===== src/fir89_pkg.sv =====
`default_nettype none
package fir89_pkg;

    localparam int TAPS        = 89;
    localparam int SAMPLE_BITS = 16;
    localparam int COEF_BITS   = 17;
    localparam int OUT_BITS    = 40;
    localparam int ROM_LEN     = 89;

    localparam int TAP_W      = (TAPS > 1) ? $clog2(TAPS) : 1;
    localparam int FILL_W     = $clog2(TAPS + 1);
    localparam int ROM_IDX_W  = $clog2(ROM_LEN);
    localparam int PROD_BITS  = SAMPLE_BITS + COEF_BITS;

    // Q.20 lowpass weights; entry 0 weights the newest sample.
    localparam logic signed [COEF_BITS-1:0] COEF_ROM [ROM_LEN] = '{
         17'sd5732,   17'sd1758,   17'sd1914,   17'sd1992,   17'sd1972,
         17'sd1842,   17'sd1586,   17'sd1196,   17'sd672,    17'sd10,
        -17'sd776,   -17'sd1674,  -17'sd2658,  -17'sd3700,  -17'sd4762,
        -17'sd5802,  -17'sd6768,  -17'sd7612,  -17'sd8278,  -17'sd8712,
        -17'sd8864,  -17'sd8678,  -17'sd8112,  -17'sd7128,  -17'sd5700,
        -17'sd3808,  -17'sd1450,   17'sd1370,   17'sd4626,   17'sd8288,
         17'sd12302,  17'sd16608,  17'sd21132,  17'sd25792,  17'sd30502,
         17'sd35158,  17'sd39660,  17'sd43924,  17'sd47840,  17'sd51326,
         17'sd54296,  17'sd56686,  17'sd58434,  17'sd59500,  17'sd59858,
         17'sd59500,  17'sd58434,  17'sd56686,  17'sd54296,  17'sd51326,
         17'sd47840,  17'sd43924,  17'sd39660,  17'sd35158,  17'sd30502,
         17'sd25792,  17'sd21132,  17'sd16608,  17'sd12302,  17'sd8288,
         17'sd4626,   17'sd1370,  -17'sd1450,  -17'sd3808,  -17'sd5700,
        -17'sd7128,  -17'sd8112,  -17'sd8678,  -17'sd8864,  -17'sd8712,
        -17'sd8278,  -17'sd7612,  -17'sd6768,  -17'sd5802,  -17'sd4762,
        -17'sd3700,  -17'sd2658,  -17'sd1674,  -17'sd776,    17'sd10,
         17'sd672,    17'sd1196,   17'sd1586,   17'sd1842,   17'sd1972,
         17'sd1992,   17'sd1914,   17'sd1758,   17'sd5732
    };

    typedef struct packed {
        logic             start;   // write the new sample, clear the sum
        logic             issue;   // read one tap into the MAC pipe
        logic [TAP_W-1:0] tap;     // tap index, 0 = newest
        logic             finish;  // move the sum to the output register
    } t_dp_cmd;

    typedef struct packed {
        logic busy;      // MAC pipe still holds taps
        logic out_free;  // output register can take a result this cycle
    } t_dp_stat;

endpackage
`default_nettype wire


===== src/fir89_ctrl.sv =====
`default_nettype none
module fir89_ctrl (
    input  wire logic               i_clk,
    input  wire logic               i_rst_n,
    input  wire logic               i_in_valid,
    output logic                    o_in_stall,
    input  wire fir89_pkg::t_dp_stat i_stat,
    output fir89_pkg::t_dp_cmd      o_cmd
);
    import fir89_pkg::*;

    typedef enum logic [2:0] {
        S_IDLE  = 3'b001,
        S_RUN   = 3'b010,
        S_DRAIN = 3'b100
    } t_state;

    t_state           r_state, n_state;
    logic [TAP_W-1:0] r_tap;
    logic             w_accept;
    logic             w_last_tap;

    assign o_in_stall = (r_state != S_IDLE);
    assign w_accept   = (r_state == S_IDLE) && i_in_valid;
    assign w_last_tap = (r_tap == TAP_W'(TAPS - 1));

    always_comb begin
        n_state      = r_state;
        o_cmd.start  = 1'b0;
        o_cmd.issue  = 1'b0;
        o_cmd.tap    = r_tap;
        o_cmd.finish = 1'b0;
        unique case (r_state)
            S_IDLE: begin
                if (i_in_valid) begin
                    o_cmd.start = 1'b1;
                    n_state     = S_RUN;
                end
            end
            S_RUN: begin
                o_cmd.issue = 1'b1;
                if (w_last_tap) begin
                    n_state = S_DRAIN;
                end
            end
            S_DRAIN: begin
                // hold until the last product lands and the output slot frees
                if (!i_stat.busy && i_stat.out_free) begin
                    o_cmd.finish = 1'b1;
                    n_state      = S_IDLE;
                end
            end
            default: n_state = S_IDLE;
        endcase
    end

    always_ff @(posedge i_clk) begin
        if (!i_rst_n) begin
            r_state <= S_IDLE;
            r_tap   <= '0;
        end else begin
            r_state <= n_state;
            if (w_accept) begin
                r_tap <= '0;
            end else if (r_state == S_RUN && !w_last_tap) begin
                r_tap <= r_tap + 1'b1;
            end
        end
    end

    a_accept_starts_run: assert property (@(posedge i_clk) disable iff (!i_rst_n)
        w_accept |=> (r_state == S_RUN) && (r_tap == '0))
        else $error("accepted beat did not start tap walk at tap 0");

    a_run_ends_in_drain: assert property (@(posedge i_clk) disable iff (!i_rst_n)
        (r_state == S_RUN) && w_last_tap |=> (r_state == S_DRAIN))
        else $error("tap walk did not move to drain after last tap");

    a_state_onehot: assert property (@(posedge i_clk) disable iff (!i_rst_n)
        $onehot(r_state))
        else $error("controller state is not one-hot");

endmodule
`default_nettype wire


===== src/fir89_dp.sv =====
`default_nettype none
module fir89_dp (
    input  wire logic                                          i_clk,
    input  wire logic                                          i_rst_n,
    input  wire logic signed [fir89_pkg::SAMPLE_BITS-1:0]      i_sample,
    input  wire fir89_pkg::t_dp_cmd                            i_cmd,
    output fir89_pkg::t_dp_stat                                o_stat,
    output logic                                               o_out_valid,
    input  wire logic                                          i_out_stall,
    output logic signed [fir89_pkg::OUT_BITS-1:0]              o_filtered
);
    import fir89_pkg::*;

    // circular sample store, newest at r_ptr
    logic signed [SAMPLE_BITS-1:0] r_mem [TAPS];

    logic [TAP_W-1:0]              r_ptr, n_ptr;
    logic [TAP_W-1:0]              r_addr;
    logic [FILL_W-1:0]             r_fill;

    logic                          r_s1_valid;
    logic                          r_s1_ok;
    logic signed [SAMPLE_BITS-1:0] r_s1_data;
    logic signed [COEF_BITS-1:0]   r_s1_coef;

    logic                          r_s2_valid;
    logic signed [PROD_BITS-1:0]   r_s2_prod;

    logic signed [OUT_BITS-1:0]    r_acc;
    logic                          r_out_valid;
    logic signed [OUT_BITS-1:0]    r_out_data;

    logic signed [SAMPLE_BITS-1:0] w_s1_sample;

    assign n_ptr       = (r_ptr == TAP_W'(TAPS - 1)) ? '0 : r_ptr + 1'b1;
    assign w_s1_sample = r_s1_ok ? r_s1_data : '0;

    assign o_stat.busy     = r_s1_valid || r_s2_valid;
    assign o_stat.out_free = !r_out_valid || !i_out_stall;
    assign o_out_valid     = r_out_valid;
    assign o_filtered      = r_out_data;

    always_ff @(posedge i_clk) begin
        if (i_cmd.start) begin
            r_mem[n_ptr] <= i_sample;
        end
        r_s1_data <= r_mem[r_addr];
        r_s1_coef <= COEF_ROM[ROM_IDX_W'(i_cmd.tap)];
        r_s2_prod <= PROD_BITS'(r_s1_coef * w_s1_sample);
    end

    always_ff @(posedge i_clk) begin
        if (!i_rst_n) begin
            r_ptr       <= '0;
            r_addr      <= '0;
            r_fill      <= '0;
            r_s1_valid  <= 1'b0;
            r_s1_ok     <= 1'b0;
            r_s2_valid  <= 1'b0;
            r_acc       <= '0;
            r_out_valid <= 1'b0;
        end else begin
            if (i_cmd.start) begin
                r_ptr  <= n_ptr;
                r_addr <= n_ptr;
                r_acc  <= '0;
                if (r_fill != FILL_W'(TAPS)) begin
                    r_fill <= r_fill + 1'b1;
                end
            end else if (i_cmd.issue) begin
                // walk back toward older samples
                r_addr <= (r_addr == '0) ? TAP_W'(TAPS - 1) : r_addr - 1'b1;
            end
            r_s1_valid <= i_cmd.issue;
            // taps older than anything written since reset count as zero
            r_s1_ok    <= FILL_W'(i_cmd.tap) < r_fill;
            r_s2_valid <= r_s1_valid;
            if (r_s2_valid) begin
                r_acc <= r_acc + OUT_BITS'(r_s2_prod);
            end
            if (i_cmd.finish) begin
                r_out_valid <= 1'b1;
            end else if (!i_out_stall) begin
                r_out_valid <= 1'b0;
            end
        end
    end

    always_ff @(posedge i_clk) begin
        if (i_cmd.finish) begin
            r_out_data <= r_acc;
        end
    end

    a_finish_after_drain: assert property (@(posedge i_clk) disable iff (!i_rst_n)
        i_cmd.finish |-> !r_s1_valid && !r_s2_valid)
        else $error("result taken while products still in flight");

    a_start_when_idle: assert property (@(posedge i_clk) disable iff (!i_rst_n)
        i_cmd.start |-> !r_s1_valid && !r_s2_valid && !i_cmd.issue)
        else $error("new sample started during tap walk");

    a_fill_bound: assert property (@(posedge i_clk) disable iff (!i_rst_n)
        r_fill <= FILL_W'(TAPS))
        else $error("fill count beyond tap count");

    a_finish_no_overwrite: assert property (@(posedge i_clk) disable iff (!i_rst_n)
        i_cmd.finish |-> !r_out_valid || !i_out_stall)
        else $error("pending result overwritten");

endmodule
`default_nettype wire


===== src/fir_lowpass_89_tap.sv =====
`default_nettype none
// 89-tap symmetric lowpass FIR for signed 16-bit signal-strength samples. Each
// input beat shifts one sample into the delay line (newest weighted by the first
// coefficient) and yields one 40-bit output beat: the exact sum in Q.20, i.e.
// value times 2^20. The delay line reads as zeros after reset, so the first 88
// outputs see a short window. One shared multiply-accumulate walks the taps, one
// per cycle, from a single-port sample memory; an item occupies the block through
// the accept, 89 taps and the drain of the read and multiply stages, and the
// next beat is taken after that. A finished result waits in an output register,
// so the next sample is accepted while it is still stalled. No clearing pass
// follows reset; a fill count masks entries not yet written.
module fir_lowpass_89_tap (
    input  wire logic                                      i_clk,
    input  wire logic                                      i_rst_n,
    input  wire logic                                      i_in_valid,
    output logic                                           o_in_stall,
    input  wire logic signed [fir89_pkg::SAMPLE_BITS-1:0]  i_sample,
    output logic                                           o_out_valid,
    input  wire logic                                      i_out_stall,
    output logic signed [fir89_pkg::OUT_BITS-1:0]          o_filtered
);
    import fir89_pkg::*;

    t_dp_cmd  w_cmd;
    t_dp_stat w_stat;

    fir89_ctrl u_ctrl (
        .i_clk      (i_clk),
        .i_rst_n    (i_rst_n),
        .i_in_valid (i_in_valid),
        .o_in_stall (o_in_stall),
        .i_stat     (w_stat),
        .o_cmd      (w_cmd)
    );

    fir89_dp u_dp (
        .i_clk       (i_clk),
        .i_rst_n     (i_rst_n),
        .i_sample    (i_sample),
        .i_cmd       (w_cmd),
        .o_stat      (w_stat),
        .o_out_valid (o_out_valid),
        .i_out_stall (i_out_stall),
        .o_filtered  (o_filtered)
    );

endmodule
`default_nettype wire


===== config.mk =====
export PLATFORM = sky130hd
export DESIGN_NAME = fir_lowpass_89_tap
export DESIGN_NICKNAME = d
export VERILOG_FILES = /design/src/fir89_pkg.sv /design/src/fir89_ctrl.sv /design/src/fir89_dp.sv /design/src/fir_lowpass_89_tap.sv
export SDC_FILE = /design/constraint.sdc
export NUM_CORES = 2
export LEC_CHECK = 0
export BUFFER_PORTS_ARGS = -buffer_cell sky130_fd_sc_hd__buf_2
export CAP_MARGIN = 25
export CORE_ASPECT_RATIO = 0.8
export CORE_MARGIN = 4
export CORE_UTILIZATION = 55
export DETAILED_ROUTE_END_ITERATION = 10
export GPL_TIMING_DRIVEN = 0
export HOLD_SLACK_MARGIN = 0.03
export PLACE_DENSITY_LB_ADDON = 0.12
export SETUP_SLACK_MARGIN = 0.2
export SYNTH_ARGS = -nofsm -noshare
export SYNTH_HDL_FRONTEND = slang
export SYNTH_SLANG_ARGS = --single-unit

===== constraint.sdc =====
create_clock -name i_clk -period 14.6 [get_ports i_clk]
set_clock_uncertainty 0.2 [all_clocks]
set_input_delay 0 -clock i_clk [delete_from_list [all_inputs] [get_ports i_clk]]
set_output_delay 0 -clock i_clk [all_outputs]
set_load 0.02 [all_outputs]

Yosys cells after proc, flatten, opt, wreduce, memory -nomap -nowiden --
Memories as Yosys holds them, arrays and structs flattened. A register that Yosys moved wholly into a read port is not among the register bits. Cells that the tools add are included.
Cells by class: equality and inequality tests 11, order comparisons 1, add/subtract/negate cells 5, bitwise operators 2, multiply operators 1, reduce and logical (&&, ||, !) cells 15, muxes and demuxes 20
Operator list (count):
- 40-bit 2-to-1 mux | 2
- 40-bit by 33-bit adder with 40-bit output | 1
- 17-bit by 16-bit multiplier with 33-bit output | 1
- 7-bit 2-to-1 mux | 4
- 7-bit by 1-bit adder with 7-bit output, second input constant | 3
- 16-bit 2-to-1 mux | 1
- 7-bit == test, second input constant | 2
- 1-bit 2-to-1 mux | 9
- 3-bit 2-to-1 mux | 3
- 3-bit one-hot mux with 3 select lines | 1
- 7-bit inverter with 8-bit output | 1
- 7-bit zero test | 1
- 7-bit less-than comparator | 1
- 7-bit != test, second input constant | 1
- 7-bit by 1-bit subtractor with 7-bit output, second input constant | 1
- 2-bit by 1-bit != test with 1-bit output, second input constant | 3
- 1-bit zero test | 4
- 2-bit nonzero test | 2
- 3-bit by 1-bit == test with 1-bit output, second input constant | 1
- 3-bit by 2-bit == test with 1-bit output, second input constant | 1
- 3-bit == test, second input constant | 1
- 1-bit logical AND | 3
- 3-bit by 1-bit != test with 1-bit output, second input constant | 1
- 3-bit AND reduction | 1
- other kinds (5) | 6
Storage, ports and cells: memory bits (writable) 1424, memories 2, memory bits (read-only) 2176, bits in registers 148, logic and storage cells 69, bits of input ports 20, output and inout port bits 42
Memory list:
- (name not given) | depth 128, bits a word 17, rd ports 1, clocked after memory_dff 1, write ports 0, RTL line fir89_dp.sv:48 | r_s1_coef <= COEF_ROM[ROM_IDX_W'(i_cmd.tap)];
- u_dp.r_mem | depth 89, bits a word 16, rd ports 1, clocked after memory_dff 1, write ports 1, RTL line fir89_dp.sv:15 | logic signed [SAMPLE_BITS-1:0] r_mem [TAPS];

Longest topological paths before layout --
word-level depth 6, depth in mapped cells 25, gate-level depth less buffers 23

Hierarchy --
From an unflattened synthesis, not the netlist that was laid out.
Second synthesis, totals: cells, all modules 4459, area total of the unflattened synthesis 74076.0 um2
Modules (own cells, without submodules):
- fir89_dp | cells an instance 4390, area each 73500.5 um2, times used 1, sequential area each 46494.6 um2
- fir89_ctrl | cells an instance 69, area each 575.6 um2, times used 1, sequential area each 200.2 um2

Worst setup path before layout --
OpenSTA, ideal clock, no wires.
path type register -> register, start point reg u_dp.r_s1_ok, end point reg u_dp.r_s2_prod[30], required time 14328 ps, arrival 6111 ps, setup time 72 ps, buffers on the path 2, cell stages (with the launch flop) 26, setup slack 8217 ps, period minus slack after synthesis 6383 ps, cells stage by stage dfxtp_1 clkbuf_1 and2_0 clkbuf_1 nand2_1 fa_1 inv_1 fa_1 inv_1 fa_1 inv_1 fa_1 fa_1 inv_1 fa_1 inv_1 ha_1 a21oi_1 o21ai_0 and3_1 a21oi_1 o21ai_0 a221o_1 a41oi_1 nor2b_1 xnor2_1
On the way: word-level cells in the longest chain between the ends 2
RTL lines:
- start: declaration | RTL line fir89_dp.sv:22 | logic r_s1_ok;
- start signal: assignment | RTL line fir89_dp.sv:76 | r_s1_ok <= FILL_W'(i_cmd.tap) < r_fill;
- 16-bit 2-to-1 mux | RTL line fir89_dp.sv:36 | assign w_s1_sample = r_s1_ok ? r_s1_data : '0;
- 17-bit by 16-bit multiplier with 33-bit output | RTL line fir89_dp.sv:49 | r_s2_prod <= PROD_BITS'(r_s1_coef * w_s1_sample);
- end signal: assignment | RTL line fir89_dp.sv:49
- end: declaration | RTL line fir89_dp.sv:27 | logic signed [PROD_BITS-1:0] r_s2_prod;
Every way passes these cells. A chain may end at the register's enable or synchronous reset.

Worst setup path after layout --
start point reg u_dp.r_s1_ok, end point reg u_dp.r_s2_prod[32]
Same word-level chain as after synthesis.

==> impl_metrics.yaml <==
layout:
  n_fill_cell: 9530
  final_layout_size_suffix_gt1_share_pct: 19.8
  area_growth_from_synthesis_to_layout_pct: 13.8
  stdcell_count: 6739
  finish.net_count: 5288
synthesis:
  avg_cell_area_syn_um2: 16.5
  synth-warning-count: 0
  synth_cell_type_count: 78
  synth_area_leaders: "edfxtp_1, mux4_2, fa_1, dfxtp_1, ha_1"
  net_count_of_the_mapped_netlist: 4917
  synth-async-reset-ratio_pct: 0
  synth_largest_area_cell: "edfxtp_1"
  synth-main-ff-cell: "edfxtp_1"
  synth_enable_flop_cells: 1463
  synthesis.area_um2: 73900
  yosys_top_cell_area_share_pct: 59.5
  post_synth_inst_count: 4485
  yosysSeqAreaShare_pct: 63.2
  synth-seq-cells: 1601
detailed_routing:
  drtPass1Iterations: 6
  wire_per_inst_um: 29.9
  viasPerCell: 6.32
  final_antenna_net_count: 0
  routed_wl_um: 202000
  post-route-drc-count: 0
  detailedRoute.firstIterationViolations: 6108
  route.vias.total: 42600
power:
  p_leak_uw: 0.0295
  pwr_density_cell_nw_per_um2: 127
  power.ir.vdd_worst_v: 0.000129
timing:
  grt_setup_unrepaired: "no"
  setup_viol_count_final: 0
  report.final.hold_viol_count: 0
  final-max-slew-violation-count: 0
  timing_worst_slew_pin_value_ns: 1.11
  tns_ns: 0
  max-slew-margin-rel_pct: 26.3
  post-route-period-util_pct: 53.6
  min_period_ns: 7.83
  max_freq_ghz: 0.128
clock_network:
  clock_buffer_depth: 3
  clock-root-buffer: "clkbuf_16"
  cts_num_sinks: 1601
  clk-insertion-delay-late_ns: 0.79
  tritoncts: "done"
  clock_pin_slew_on_the_worst_setup_and_hold_paths_ns: 0.06
  htreeDepth: 4
  cts_made_buffers: 154
  cts_resized: 0
run:
  timing.max_cap.violations: 0
floorplan:
  row_cnt: 119
  fp.dieW_um: 418
  pin_count: 62
  die-area_um2: 140000
  start_util_pct: 55.7
  core_area_um2: 133000
  floorplan.die.height_um: 336
worst_setup_path:
  critical_path.endpoint_type: "flop"
  critical_path.max_fanout: 10
  ws_path_type: "reg -> reg"
  setup.reg_to_reg.worst_slack_ns: 6.77
  capture_point_of_the_worst_reg_to_reg_path: "u_dp.r_s2_prod[32]"
  timing.rr.start: "u_dp.r_s1_ok"
  worst_setup_path_startpoint: "u_dp.r_s1_ok"
  crit_arrival_ns: 8.25
  r2r_cells: 25
  startpoint_kind_of_the_worst_setup_timing_path: "flop"
  required_ns: 15.02
placement:
  placed_cells_incl_taps: 6407
  buffer_ports.inserted: 60
  gp_congestion: 0.968
  post-dp-hpwl_um: 142000
worst_hold_path:
  hp-start: "i_sample[9]"
  min-delay-path-class: "in -> reg"
  min_path_cells: 3
  min_delay_worst_endpoint: "u_dp.r_mem[23][9]"
global_route:
  via_count_of_the_first_global_routing_pass: 41800
  grt_usage_pct: 29.2
  grt_antenna_before_repair: 5
  grt_start_max_net_pins: 90
  gr-total-overflow: 0
  grt_pass1_wl_um: 294000
run_status:
  status: "finished, final reports clean"
==> metal layers <==
layer | track usage (%) | wire (um)
met5 | 0 | 27
met4 | 8.91 | 6880
met3 | 6.71 | 21600
met2 | 43.6 | 90100
met1 | 43.6 | 83100
==> final cells by class <==
type | count | area [um2] | area share (%)
Buffer | 240 | 1010 | 1.20
Clock buffer | 200 | 4230 | 5.03
Timing Repair Buffer | 215 | 2740 | 3.26
Sequential cell | 1601 | 46700 | 55.5
Multi-Input combinational cell | 2328 | 25200 | 30.0
Inverter | 316 | 1190 | 1.41
Antenna cell | 2 | 5.00 | 0.00595
Clock inverter | 83 | 798 | 0.950
Tap cell | 1754 | 2190 | 2.61
==> cells in the mapped netlist (all sizes together) (82+ instances only) <==
cell    number
edfxtp    1463
mux4       414
inv        316
fa         264
nor2       258
nand2      254
a21oi      170
clkbuf     165
and3       148
ha         148
o21ai      146
dfxtp      138
mux2i       82
==> cells in the final DEF, fill, tap and decap left out, types with 24 or more instances in the layout <==
master	n
edfxtp_1	1463
mux4_2	414
inv_1	315
fa_1	264
nand2_1	254
clkbuf_1	199
nor2_1	172
a21oi_1	170
clkbuf_16	161
ha_1	148
and3_1	147
o21ai_0	142
dfxtp_1	138
buf_2	89
nor2_2	86
buf_8	83
mux2i_1	82
xnor2_1	60
nand3_1	45
dlygate4sd3_1	33
nor3_1	32
a21o_1	32
buf_4	30
clkinv_1	29
clkinv_2	28
o22ai_1	24
==> cells by family (layout without fill, tap and decap cells) <==
group / after synthesis / count (layout) / share of synthesized area [%]
XOR/XNOR: 81 / 81 / 0.961
other: 1 / 3 / 0.00508
multiplexers: 498 / 498 / 13.8
AO/OA/AOI/OAI: 511 / 511 / 4.26
AND/OR/NAND/NOR: 825 / 825 / 5.15
flip-flops: 1601 / 1601 / 63.2
buffers and inverters: 556 / 1054 / 2.97
adder cells (fa/ha/maj): 412 / 412 / 9.66
==> worst max-delay path by stage <==
stage,cells after the start,slack (ns),end
3_5_place_dp,25,6.65,u_dp.r_s2_prod[32]
5_1_grt,25,6.32,u_dp.r_s2_prod[32]
4_1_cts,25,6.66,u_dp.r_s2_prod[32]
6_report,25,6.77,u_dp.r_s2_prod[32]
2_1_floorplan,25,8.22,u_dp.r_s2_prod[30]
3_3_place_gp,25,6.74,u_dp.r_s2_prod[32]
==> power by group <==
| part | internal (uW) | switching [uW] | leakage (uW) |
|---|---|---|---|
| registers | 5060 | 59.3 | 0.0143 |
| logic | 622 | 975 | 0.0127 |
| clock network | 2250 | 1730 | 0.00246 |
| total | 7930 | 2770 | 0.0295 |
==> critical path, cell delays in order (launching register included) <==
cell      delay, ns
dfxtp_1        0.46
clkbuf_1       0.37
and2_0         0.43
clkbuf_1       0.41
nand2_1        0.14
fa_1           0.53
inv_1          0.05
fa_1           0.51
inv_1          0.06
fa_1           0.54
inv_1          0.07
fa_1           0.47
fa_1           0.49
inv_1          0.05
fa_1           0.47
inv_1          0.04
ha_1           0.34
a21oi_1        0.16
o21ai_0        0.13
and3_1         0.20
a21oi_1        0.10
o21ai_0        0.24
a221o_1        0.42
a41oi_1        0.25
a21oi_1        0.11
xnor2_1        0.43
==> flip-flops by register name, summed over array words and instances, names as in the netlist <==
register          flops
u_dp.r_s1_valid       1
u_dp.r_s1_coef       16
u_dp.r_s1_ok          1
u_dp.r_mem         1424
u_ctrl.r_tap          7
u_dp.r_s2_prod       32
u_dp.r_fill           7
u_ctrl.r_state        3
u_dp.r_s2_valid       1
u_dp.o_out_valid      1
u_dp.r_s1_data       16
u_dp.o_filtered      39
u_dp.r_ptr            7
u_dp.r_acc           39
u_dp.r_addr           7
==> repair_timing <==
action,4_1_cts,5_1_grt
buffers inserted,0,0
hold buffers,36,0
endpoints found under the hold margin,1505,0
==> metrics by stage <==
| stage | hold WS [ns] | utilization (%) | total power [uW] | setup slack [ns] | instance area [um2] |
|---|---|---|---|---|---|
| floorplan | -0.101 | - | 6180 | 8.22 | 73900 |
| global placement | 0.139 | 57.6 | 6740 | 6.74 | 76400 |
| detailed placement | 0.106 | 59.2 | 6780 | 6.65 | 78500 |
| CTS | 0.0437 | 63.3 | 10700 | 6.66 | 83900 |
| global route | 0.0715 | 63.4 | 11100 | 6.32 | 84100 |
| finish | 0.0780 | 63.4 | 10700 | 6.77 | 84100 |
(Power assumes the default switching activity.)
